==> config.mk <==
export PLATFORM = sky130hd
export DESIGN_NAME = qbap_mul
export DESIGN_NICKNAME = d
export VERILOG_FILES = /design/src/hw/rtl/qbap_pkg.sv /design/src/hw/rtl/qbap_mul.sv
export SDC_FILE = /design/constraint.sdc
export NUM_CORES = 2
export LEC_CHECK = 0
export ABC_CLOCK_PERIOD_IN_PS = 20100
export BUFFER_PORTS_ARGS = -buffer_cell sky130_fd_sc_hd__clkbuf_2
export CORE_MARGIN = 5
export CORE_UTILIZATION = 44
export CTS_CLUSTER_DIAMETER = 30
export DETAILED_ROUTE_END_ITERATION = 10
export PLACE_DENSITY = 0.59
export SYNTH_ARGS = -nofsm -noshare
export SYNTH_HDL_FRONTEND = slang
export SYNTH_SLANG_ARGS = --single-unit
==> constraint.sdc <==
create_clock -name clock -period 20.1 [get_ports clock]
set_input_delay 4.02 -clock clock [delete_from_list [all_inputs] [get_ports clock]]
set_output_delay 4.02 -clock clock [all_outputs]
set_load 0.1 [all_outputs]
==> src/hw/rtl/qbap_pkg.sv <==
`timescale 1ns / 1ps

package qbap_pkg;

   localparam int unsigned COORD_W = 32;
   localparam int unsigned OPND_W  = 34;
   localparam int unsigned PROD_W  = 2 * OPND_W;
   localparam int unsigned T_W     = 17;
   localparam int unsigned SEG_W   = 6;
   localparam int unsigned WGT_W   = 33;
   localparam int unsigned FACT_W  = 18;

   localparam logic [SEG_W-1:0] MAX_SEGMENTS  = 6'd63;
   localparam logic [SEG_W-1:0] SEG_RESET     = 6'd20;
   localparam logic [T_W-1:0]   ONE_Q16       = 17'd65536;
   localparam logic [FACT_W-1:0] LIFT_Q16     = 18'd11141;
   localparam logic [OPND_W-1:0] ONE_Q32      = 34'h1_0000_0000;

   localparam int unsigned SH_HALF   = 1;
   localparam int unsigned SH_LIFT   = 17;
   localparam int unsigned SH_POINT  = 32;

   localparam logic signed [PROD_W-1:0] SAT_MAX = 68'sd2147483647;
   localparam logic signed [PROD_W-1:0] SAT_MIN = -68'sd2147483648;

   typedef logic signed [COORD_W-1:0] coord_type;
   typedef logic signed [OPND_W-1:0]  opnd_type;
   typedef logic signed [PROD_W-1:0]  prod_type;

   typedef struct packed {
      logic                done;
      logic [T_W-1:0]      quot;
      logic [SEG_W-1:0]    rem;
   } div_res_type;

   // round to nearest, ties away from zero, then saturate to 32 bits
   function automatic coord_type rnd_sat(input prod_type v, input int unsigned sh);
      prod_type half;
      prod_type biased;
      prod_type q;
      half   = prod_type'(1) <<< (sh - 1);
      biased = v + half - prod_type'(v[PROD_W-1]);
      q      = biased >>> sh;
      if (q > SAT_MAX) begin
         return coord_type'(SAT_MAX);
      end else if (q < SAT_MIN) begin
         return coord_type'(SAT_MIN);
      end else begin
         return q[COORD_W-1:0];
      end
   endfunction

endpackage

==> src/hw/rtl/qbap_mul.sv <==
`timescale 1ns / 1ps

module qbap_mul (
   input  logic               clock,
   input  qbap_pkg::opnd_type op_a,
   input  qbap_pkg::opnd_type op_b,
   output qbap_pkg::prod_type prod
);

   qbap_pkg::prod_type prod_ff;

   always_ff @(posedge clock) begin
      prod_ff <= op_a * op_b;
   end

   assign prod = prod_ff;

endmodule

; After elaboration in Yosys (flattened, before gate mapping)
; Index checks and enable logic that the tools add are counted.
[word_totals]
reg_bits = 68
word_cells = 2
[classes]
n_mul = 1
[op_table]
columns = operator, n
row1 = $mul 34x34->68, 1

; Longest topological paths before layout
[logic_depth]
depth_word = 1
mapped_depth = 31
depth_no_buf = 29

; Worst setup path after synthesis
; Ideal clock, no wire load.
[synth_timing]
path_type = input-to-reg
from = input port op_a[33]
to = register prod_ff[65], in the netlist prod[65]
setup_ns = 0.072
arrival_time_ns = 11.438
path_slack_ns = 8.590
stages = 24
path_buffers = 2
cell_sequence = clkbuf_1 -> nand2_1 -> inv_1 -> fa_1 -> fa_1 -> fa_1 -> fa_1 -> inv_1 -> fa_1 -> fa_1 -> fa_1 -> fa_1 -> inv_1 -> ha_1 -> clkdlybuf4s50_2 -> nand3_1 -> or2_2 -> nor2_1 -> a221oi_1 -> o21ai_0 -> a31oi_2 -> nor2_2 -> o41ai_2 -> xnor2_1
[synth_between]
elab_chain_len = 1
[synth_lines]
columns = item, line
row1 = from (decl), qbap_mul.sv:5  ; input qbap_pkg::opnd_type op_a,
row2 = $mul 34x34->68, qbap_mul.sv:13  ; prod_ff <= op_a * op_b;
row3 = to (signal assigned), qbap_mul.sv:13
row4 = to (decl), qbap_mul.sv:10  ; qbap_pkg::prod_type prod_ff;
; No other way between the ends.

; Worst setup path after layout
[layout_timing]
from = input port op_b[33]
to = register prod_ff[67], in the netlist prod[67]
[layout_between]
elab_chain_len = 1
[layout_lines]
columns = item, line
row1 = from (decl), qbap_mul.sv:6  ; input qbap_pkg::opnd_type op_b,
row2 = $mul 34x34->68, qbap_mul.sv:13
; No other way between the ends.

==> results.sh <==
export IMPL_drt_total_wl_mm=119
export IMPL_grt_pass1_vias=33500
export IMPL_status="complete, no violations"
export IMPL_cp_arrival_ns=12.49
export IMPL_ios=137
export IMPL_worst_slew_pin_slew_ns=1.17
export IMPL_synthesis_area_sq_mm=0.0430
export IMPL_finalSetupViolCount=0
export IMPL_drv_slew=0
export IMPL_critical_path_class="input pin to flip-flop"
export IMPL_regArea_sq_mm=0.00136
export IMPL_die_h_um=323
export IMPL_utilization=0.465
export IMPL_avgSynthCellArea_sq_um=9.45
export IMPL_cts_tree="built"
export IMPL_antenna_found_initial=14
export IMPL_finalCritPeriodShare=0.607
export IMPL_grt_pass1_wl_mm=195
export IMPL_drv_cap=0
export IMPL_max_freq_mhz=82.0
export IMPL_finalHoldViolations=0
export IMPL_grt_max_degree=35
export IMPL_synth_top_area_frac=0.577
export IMPL_synth_top_family_by_area="adder cells"
export IMPL_rsz0062_at_grt="false"
export IMPL_cts_setup_buffers=0
export IMPL_ys_ff_latch=68
export IMPL_endpoint_kind="flip-flop"
export IMPL_maxSlewHeadroom=0.222
export IMPL_synthCells=4554
export IMPL_grt_usage=0.244
export IMPL_htreeDepth=3
export IMPL_largest_reg_flops=68
export IMPL_clk_pin_slew_worst_paths_ns=0.07
export IMPL_crit_fanout=27
export IMPL_yosys_top_cells_area="fa_1, inv_1, and2_1, ha_1, nand2_1"
export IMPL_cts_sinks=68
export IMPL_core_area_sq_mm=0.0969
export IMPL_fillers=9394
export IMPL_synth_simple_gate_area_share=0.154
export IMPL_clockBufferDepth=2
export IMPL_wire_per_inst_um=20.5
export IMPL_num_nets_final=6030
export IMPL_synth_compound_area_frac=0.0335
export IMPL_drive_gt1_frac=0.0496
export IMPL_die_area_sq_mm=0.104
export IMPL_drt_vias_per_instance=5.08
export IMPL_drc=0
export IMPL_yosys_area_top_type="fa_1"
export IMPL_routabilityCongestion=0.878
export IMPL_synth_cell_types=69
export IMPL_start_util=0.444
export IMPL_yosys_warnings=0
export IMPL_synth_top_cells_by_count="fa_1, inv_1, and2_1, nand2_1, clkbuf_1"
export IMPL_area_growth_pct=4.77
export IMPL_tns_ns=0
export IMPL_hold_buffers=0
export IMPL_drtIter0Drc=1627
export IMPL_dp_hpwl_mm=91.4
export IMPL_cts_resized=0
export IMPL_async_flop_share=0
export IMPL_min_period_ns=12.20
export IMPL_cts_buffers=9
export IMPL_synth_fa_ha_area_frac=0.637
export IMPL_synth_xor_area_share=0.0161
export IMPL_via_count=29500
export IMPL_yosysSeqAreaShare=0.0316
export IMPL_synth_main_ff_cell="dfxtp_1"
export IMPL_hp_class="input pin to flip-flop"
export IMPL_multi_input_area_sq_mm=0.0361
export IMPL_syn_num_nets=6068
export IMPL_rows=114
export IMPL_synth_mux_area_fraction=0
export IMPL_io_buffers=136
export IMPL_yosysMostFrequentCell="fa_1"
export IMPL_required_ns=20.39
export IMPL_grt_ovfl_total=0
export IMPL_dr_pass1_iters=5
export IMPL_startpoint_type="input pin"
export IMPL_dieWidth_um=323
export IMPL_synth_edf_count=0
export IMPL_postRouteAntennaNets=0
export IMPL_root_buffer="clkbuf_16"
==> through the flow <==
| step | cells | instance area [sq um] | setup WS [ns] | hold slack, ns |
|---|---|---|---|---|
| 6_report | 5804 | 45100 | 7.90 | 4.21 |
| 5_1_grt | 5796 | 45100 | 7.43 | 4.22 |
| 4_1_cts | 5796 | 45100 | 7.91 | 4.18 |
| 3_5_place_dp | 5781 | 44700 | 7.52 | 4.61 |
| 3_3_place_gp | 5781 | 44700 | 7.57 | 4.62 |
| 2_1_floorplan | 4554 | 43000 | 8.59 | 4.15 |
==> worst paths after layout <==
path	from	to	slack (ns)	depth (start not counted)
worst max-delay path	op_b[33]	prod[67]$_DFF_P_	7.90	24
worst min-delay path	op_b[0]	prod[0]$_DFF_P_	4.21	3
==> critical path: stages <==
cell and delay, ns:
clkbuf_2 0.31, clkinv_1 0.94, nor2_1 0.38, fa_1 0.49, fa_1 0.48, fa_1 0.52, fa_1 0.44, fa_1 0.51
fa_1 0.42, fa_1 0.48, inv_1 0.05, fa_1 0.48, inv_1 0.04, ha_1 0.50, nand2_1 0.09, o21ai_1 0.28
or2_2 0.24, nor2b_1 0.16, or4_1 0.58, o21ai_4 0.35, a31oi_2 0.23, o21ai_0 0.22, a21oi_1 0.10, xnor2_1 0.12
==> final cells by class <==
cell class	instances	share of cell area
Antenna cell	8	0.000444
Sequential cell	68	0.0302
Multi-Input combinational cell	3026	0.802
Inverter	1232	0.103
Tap cell	1276	0.0354
Clock inverter	4	0.00219
Clock buffer	11	0.00516
Timing Repair Buffer	179	0.0223
==> per-layer routing <==
metal / routed length [um] / track usage / vias up
li1: - / - / 12700
met1: 50400 / 0.338 / 15700
met3: 7690 / 0.0425 / 196
met5: 41 / 0 / -
met4: 3360 / 0.0625 / 6
met2: 57400 / 0.404 / 877
==> cell usage in the layout (no fill, tap or decap), types with 5 or more instances in the layout <==
cell and count:
dfxtp_1 68, fa_1 1241, a211oi_1 6, xnor2_1 56, o21ai_0 31, nand3_1 11, a21oi_1 61, nor2b_1 9
ha_1 204, a21o_1 37, clkbuf_2 136, and3_1 5, and2_1 621, nand4_1 11, diode_2 8, nor3_1 5
nand2_1 542, buf_4 43, o21ai_1 7, a31oi_1 7, inv_1 1231, nor2_1 54, clkbuf_16 9, xor2_1 23
nand2b_1 20, o21bai_1 12
==> kinds of logic (layout without fill, tap and decap cells) <==
logic type                 count (synthesis)  count (layout)
adders and majority gates               1445            1445
other                                      0               8
and+or+nand+nor                         1296            1296
DFF                                       68              68
buffers and inverters                   1460            1426
AOI/OAI and AO/OA                        206             206
xor gates and xnor gates                  79              79
Power is left out: the tool's default activity adds up to more than one toggle a clock period on the data nets, which glitch-free logic cannot reach.
