===== src/hw/rtl/qbap_pkg.sv =====
`timescale 1ns / 1ps

package qbap_pkg;

   localparam int unsigned COORD_W = 32;
   localparam int unsigned OPND_W  = 34;
   localparam int unsigned PROD_W  = 2 * OPND_W;
   localparam int unsigned T_W     = 17;
   localparam int unsigned SEG_W   = 6;
   localparam int unsigned WGT_W   = 33;
   localparam int unsigned FACT_W  = 18;

   localparam logic [SEG_W-1:0] MAX_SEGMENTS  = 6'd63;
   localparam logic [SEG_W-1:0] SEG_RESET     = 6'd20;
   localparam logic [T_W-1:0]   ONE_Q16       = 17'd65536;
   localparam logic [FACT_W-1:0] LIFT_Q16     = 18'd11141;
   localparam logic [OPND_W-1:0] ONE_Q32      = 34'h1_0000_0000;

   localparam int unsigned SH_HALF   = 1;
   localparam int unsigned SH_LIFT   = 17;
   localparam int unsigned SH_POINT  = 32;

   localparam logic signed [PROD_W-1:0] SAT_MAX = 68'sd2147483647;
   localparam logic signed [PROD_W-1:0] SAT_MIN = -68'sd2147483648;

   typedef logic signed [COORD_W-1:0] coord_type;
   typedef logic signed [OPND_W-1:0]  opnd_type;
   typedef logic signed [PROD_W-1:0]  prod_type;

   typedef struct packed {
      logic                done;
      logic [T_W-1:0]      quot;
      logic [SEG_W-1:0]    rem;
   } div_res_type;

   // round to nearest, ties away from zero, then saturate to 32 bits
   function automatic coord_type rnd_sat(input prod_type v, input int unsigned sh);
      prod_type half;
      prod_type biased;
      prod_type q;
      half   = prod_type'(1) <<< (sh - 1);
      biased = v + half - prod_type'(v[PROD_W-1]);
      q      = biased >>> sh;
      if (q > SAT_MAX) begin
         return coord_type'(SAT_MAX);
      end else if (q < SAT_MIN) begin
         return coord_type'(SAT_MIN);
      end else begin
         return q[COORD_W-1:0];
      end
   endfunction

endpackage


===== src/hw/rtl/qbap_div.sv =====
`timescale 1ns / 1ps

module qbap_div (
   input  logic                            clock,
   input  logic                            reset,
   input  logic                            start,
   input  logic [qbap_pkg::SEG_W-1:0]      divisor,
   output qbap_pkg::div_res_type           res
);

   // 65536 / divisor, one quotient bit per cycle
   logic                          busy_ff;
   logic                          done_ff;
   logic [4:0]                    cnt_ff;
   logic [qbap_pkg::T_W-1:0]      quot_ff;
   logic [qbap_pkg::SEG_W-1:0]    rem_ff;
   logic [qbap_pkg::SEG_W-1:0]    dvs_ff;

   logic [qbap_pkg::SEG_W:0]      trial;
   logic                          ge;

   always_comb begin
      trial = {rem_ff, (cnt_ff == 5'd0)};
      ge    = trial >= {1'b0, dvs_ff};
   end

   always_ff @(posedge clock) begin
      if (reset) begin
         busy_ff <= 1'b0;
         done_ff <= 1'b0;
         cnt_ff  <= '0;
      end else begin
         if (start) begin
            busy_ff <= 1'b1;
            done_ff <= 1'b0;
            cnt_ff  <= '0;
            rem_ff  <= '0;
            quot_ff <= '0;
            dvs_ff  <= divisor;
         end else if (busy_ff) begin
            rem_ff  <= ge ? qbap_pkg::SEG_W'(trial - {1'b0, dvs_ff})
                          : trial[qbap_pkg::SEG_W-1:0];
            quot_ff <= {quot_ff[qbap_pkg::T_W-2:0], ge};
            cnt_ff  <= cnt_ff + 5'd1;
            if (cnt_ff == 5'(qbap_pkg::T_W - 1)) begin
               busy_ff <= 1'b0;
               done_ff <= 1'b1;
            end
         end
      end
   end

   assign res.done = done_ff;
   assign res.quot = quot_ff;
   assign res.rem  = rem_ff;

endmodule


===== config.mk =====
export PLATFORM = sky130hd
export DESIGN_NAME = qbap_div
export DESIGN_NICKNAME = d
export VERILOG_FILES = /design/src/hw/rtl/qbap_pkg.sv /design/src/hw/rtl/qbap_div.sv
export SDC_FILE = /design/constraint.sdc
export NUM_CORES = 1
export LEC_CHECK = 0
export BUFFER_PORTS_ARGS = -buffer_cell sky130_fd_sc_hd__buf_4
export CAP_MARGIN = 5
export CORE_ASPECT_RATIO = 0.6
export CORE_MARGIN = 4
export CORE_UTILIZATION = 48
export CTS_BUF_LIST = sky130_fd_sc_hd__clkbuf_8
export DETAILED_ROUTE_END_ITERATION = 8
export GPL_TIMING_DRIVEN = 1
export PLACE_DENSITY = 0.82
export SETUP_SLACK_MARGIN = 0.4
export SLEW_MARGIN = 10
export SYNTH_ARGS = -nofsm -noshare
export SYNTH_HDL_FRONTEND = slang
export SYNTH_SLANG_ARGS = --single-unit

===== constraint.sdc =====
create_clock -name clock -period 2.07 [get_ports clock]
set_input_delay 0.414 -clock clock [delete_from_list [all_inputs] [get_ports clock]]
set_output_delay 0.414 -clock clock [all_outputs]
set_load 0.05 [all_outputs]

Word-level counts from Yosys, hierarchy flattened. Index checks and enable logic that the tools add are counted.

Logic and storage cells: 23. Bits in latches: 0. Register bits: 36. Input port bits: 9. Memories kept: 0. Bits in read-only memories: 0. RAM bits: 0. Output and inout port bits: 24.

Bitwise gates (word level): 1. Multipliers: 0. Shifts and indexed selects: 0. Reductions and logical operators: 6. Multiplexer cells: 6. Div/mod/pow operators: 0. Add/subtract/negate cells: 2. $lt $le $gt $ge: 1. Equal/unequal tests: 1.

Operators by type and width (count): $mux W17 (1); $mux W6 (2); $ge A7 B6 Y1 (1); $reduce_and A2 Y1 (3); $sub A6 B6 Y6 (1); $add A5 B1 Y5 const B (1); $eq A5 B5 Y1 const B (1); $logic_not A5 Y1 (1); $mux W1 (3); $reduce_bool A2 Y1 (1); $reduce_or A2 Y1 (1); $not A1 Y1 (1).

Depth between registers and ports, before layout.
Depth in word-level cells: 4. Depth in mapped cells: 10. Depth with buffers taken out: 10.

Least setup slack after synthesis. No wires, ideal clock.

Kind: register to register. Start point: register rem_ff[0] (netlist name). End point: register rem_ff[5] (netlist name), data pin. Path buffers: 0. Arrival time: 2018 ps. Library setup time: 255 ps. Clock period less this slack: 2273 ps. Cell stages (with the launch flop): 7. Setup slack: -203 ps. Required time: 1815 ps. Path through: edfxtp_1 -> ha_1 -> nor2b_4 -> o31a_1 -> o21a_1 -> or3_1 -> a31o_1.

Longest elaborated chain between the ends: 3. Elaborated cells on any way between the ends: 4. Classes of those cells: 1 x add/sub; 1 x order compare; 2 x mux.

Ends and longest elaborated chain: start: declaration (RTL line qbap_div.sv:16) `logic [qbap_pkg::SEG_W-1:0] rem_ff;`; start signal: assignment (RTL line qbap_div.sv:41) `rem_ff <= ge ? qbap_pkg::SEG_W'(trial - {1'b0, dvs_ff})`; $sub A6 B6 Y6 or $ge A7 B6 Y1 (tied branches) (RTL line qbap_div.sv:41, qbap_div.sv:24); $mux W6 (*) (RTL line qbap_div.sv:41); $mux W6 (*) (RTL line qbap_div.sv:40) `end else if (busy_ff) begin`.

Every way passes the cells marked *; elsewhere a longest branch is shown, timed or not. The select of a mux whose other input is x is not followed. A chain may end at the register's enable or synchronous reset.

Final worst setup path.
Start point: register cnt_ff[0]. End point: register rem_ff[5] (netlist name), data pin.

Longest elaborated chain between the ends: 4. Elaborated cells on any way between the ends: 5. Classes of those cells: 1 x add/sub; 1 x order compare; 2 x mux; 1 x reduce/logical.

Ends and longest elaborated chain: start: declaration (RTL line qbap_div.sv:14) `logic [4:0] cnt_ff;`; start signal: assignment (RTL line qbap_div.sv:44) `cnt_ff <= cnt_ff + 5'd1;`; $logic_not A5 Y1 (*) (RTL line qbap_div.sv:23) `trial = {rem_ff, (cnt_ff == 5'd0)};`; $sub A6 B6 Y6 or $ge A7 B6 Y1 (tied branches) (RTL line qbap_div.sv:41, qbap_div.sv:24); $mux W6 (*) (RTL line qbap_div.sv:41); $mux W6 (*) (RTL line qbap_div.sv:40).

Marks and branches as above.

==> impl_metrics.ini <==
[floorplan]
coreArea_um2 = 3323
dieArea_um2 = 4555
die_w_um = 84.50
die_y_um = 53.90
rows = 16
io_pins = 33
initial_core_util_pct = 50.72

[synth]
ys_top_cells_by_count = edfxtp_1, nor2b_1, nor2_1
synth_cell_types = 33
syn_inst = 133
ys_ff_latch = 36
netlist.area_leader.share_pct = 51.67
syn_area_um2 = 1685
yosys-top-cells-area = edfxtp_1, dfxtp_1, ha_1, nor2b_1, nor2_1
synth-main-ff-cell = edfxtp_1
yosysMostFrequentCell = edfxtp_1
syn_avg_cell_area_um2 = 12.67
yosysWarnings = 0
synth_seq_area_share_pct = 59.99
synth_fp_nets = 152
synth_edf_count = 29
synth-async-reset-ratio_pct = 0
yosysTopAreaCell = edfxtp_1

[timing]
slew_headroom_pct = 63.61
setup_viol = 6
hold_violations = 0
layout_min_cycle_time_ns = 2.172
setup_slack_ns = -0.1018
fmaxAchievable_mhz = 460.5
final_max_slew_viol_count = 0
finalCritPeriodShare_pct = 104.9
fin_skew_ns = 0.003692
rsz0062_at_grt = true
setup_tns_ns = -0.4563
worst_pin_slew_ns = 0.5447

[cts]
cts_tree = yes
hold_buffers = 0
clock_path_buffers = 2
htreeDepth = 2
clk_latency_ns = 0.29
cts_buffers = 5
clkSlewWorstSetupHoldPaths_ns = 0.07
cts-root-buf = clkbuf_8
numClockSinks = 36

[power_and_ir_drop]
combPwrFrac_pct = 25.3
ir_worst_vdd_uv = 510.6
p_sw_uw = 526.4
power_frac_clock_pct = 25.7
p_sw_share_pct = 29.77
p_leak_nw = 0.9147
p_seq_share_pct = 49.0
power.density_nw_per_um2 = 793.6
p_int_mw = 1.242
power_mw = 1.768

[setup_path]
required_ns = 2.11
endpoint_kind = flip-flop
critPathKind = reg -> reg
worstRegToRegCells = 9
cp_max_fo = 3
rrSetupSlack_ns = -0.10
arrival_ns = 2.22
startpoint_type = flip-flop

[cells_and_area]
fin_area_um2 = 2228
antennaDiodeCount = 0
finalNonFillerCells = 227
area_growth_pct = 32.22
drive_above_1_share_pct = 39.01
fill_cells = 259
nets = 201

[grt]
grt_pass1_vias = 1139
grt_max_degree = 28
grt_usage_pct = 16.72
antenna_found_initial = 0
overflow = 0
grt_pass1_wl_mm = 5.602

[run_status]
violations = setup timing
outcome = finished with violations

[drt]
wl_per_cell_um = 15.81
avgViaCountPerCell = 5.159
via_count = 1171
drc = 0
routed_wl_mm = 3.589
drt_pass1_iterations = 4
antenna_left = 0
drtIter0Drc = 77

[placement]
portBuffers = 32
dp.cells = 218
placed_area_um2 = 2081
place_congestion = 0.9614
hpwlAfterDp_mm = 2.478

[min_path]
hold_depth = 1
hold_path.class = in -> reg

[flow_run]
cap_violations = 0
-- path summary, 6_finish.rpt --
path | start | endpoint
max | cnt_ff[0] | rem_ff[5]
min | divisor[0] | dvs_ff[0]
max reg2reg | cnt_ff[0] | rem_ff[5]
min reg2reg | done_ff | done_ff
-- worst max-delay path: stages (launching register included) --
cell and delay [ns]:
dfxtp_2 0.33, inv_2 0.04, ha_4 0.15, nand3b_1 0.20, ha_4 0.19, nor2b_4 0.04, o31a_1 0.26, o21a_1 0.20
or3_1 0.31, a31o_1 0.21
-- per-layer routing --
layer | wire length (um) | vias up | share of wire [%] | GRT usage, %
met1 | 1603 | 574 | 45 | 20.12
met3 | 166 | 10 | 4.6 | 5.810
met5 | 0 | - | 0 | 0
met4 | 87 | 0 | 2.4 | 7.105
met2 | 1731 | 23 | 48 | 28.05
li1 | - | 564 | - | -
-- state kept, by name (all words and copies together), names as in the netlist --
signal,flops
rem_ff,6
cnt_ff,5
done_ff,1
dvs_ff,6
busy_ff,1
quot_ff,17
-- area by class of cell --
type / count / area (um2) / share of cell area (%)
flip-flops and latches: 36 / 1013 / 45.48
multi-input cells: 82 / 684.4 / 30.71
repair buffers: 48 / 364.1 / 16.34
clock buffers: 5 / 68.82 / 3.088
well taps: 45 / 56.30 / 2.527
inverters: 9 / 33.78 / 1.516
clock inverters: 2 / 7.507 / 0.3369
-- power by group through the flow --
stage / clock, mW / combinational, mW / sequential (mW)
floorplan: 0 / 0.174 / 0.985
global placement: 0 / 0.394 / 0.878
detailed placement: 0 / 0.414 / 0.881
CTS: 0.472 / 0.422 / 0.866
global route: 0.505 / 0.476 / 0.871
finish: 0.455 / 0.447 / 0.867
-- placed cells by master, fill, tap and decap left out, types with 2 or more instances in the layout --
cell type | synthesis | layout
inv_2 | 0 | 3
clkinv_1 | 0 | 2
nor2_1 | 13 | 12
nand3_1 | 2 | 2
nor2b_1 | 18 | 18
a211oi_1 | 2 | 2
mux2i_1 | 3 | 3
nand4_1 | 2 | 2
ha_1 | 9 | 5
dfxtp_1 | 7 | 5
a21o_1 | 4 | 4
nor3b_1 | 2 | 2
edfxtp_1 | 29 | 29
clkbuf_8 | 0 | 5
o21a_1 | 3 | 3
xor2_1 | 3 | 3
dfxtp_2 | 0 | 2
inv_1 | 9 | 6
buf_4 | 1 | 47
o21ai_0 | 2 | 2
ha_4 | 0 | 3
xnor2_1 | 3 | 3
-- cell families after synthesis --
kind of cell | after synthesis | synth area share [%]
buffers and inverters | 15 | 3.564
muxes | 3 | 1.782
xor gates and xnor gates | 6 | 3.119
and+or+nand+nor | 44 | 14.85
DFF | 36 | 59.99
AOI/OAI and AO/OA | 19 | 8.835
adders and majority gates | 10 | 7.870
-- through the flow --
stage          hold WS, ns  utilization [%]  worst slack [ns]
2_1_floorplan       0.4415                -           -0.1947
3_3_place_gp        0.4704            62.61          -0.03911
3_5_place_dp        0.4648            62.61           -0.1167
4_1_cts             0.2877            65.44          -0.07133
5_1_grt             0.2793            67.06           -0.2014
6_report            0.2984            67.06           -0.1018
-- what timing repair did --
item	in CTS	in global routing
pin swaps	4	9
buffers inserted	0	2
resized for setup	7	9
setup endpoints to repair	7	7
Power figures use the tool's default switching activity.
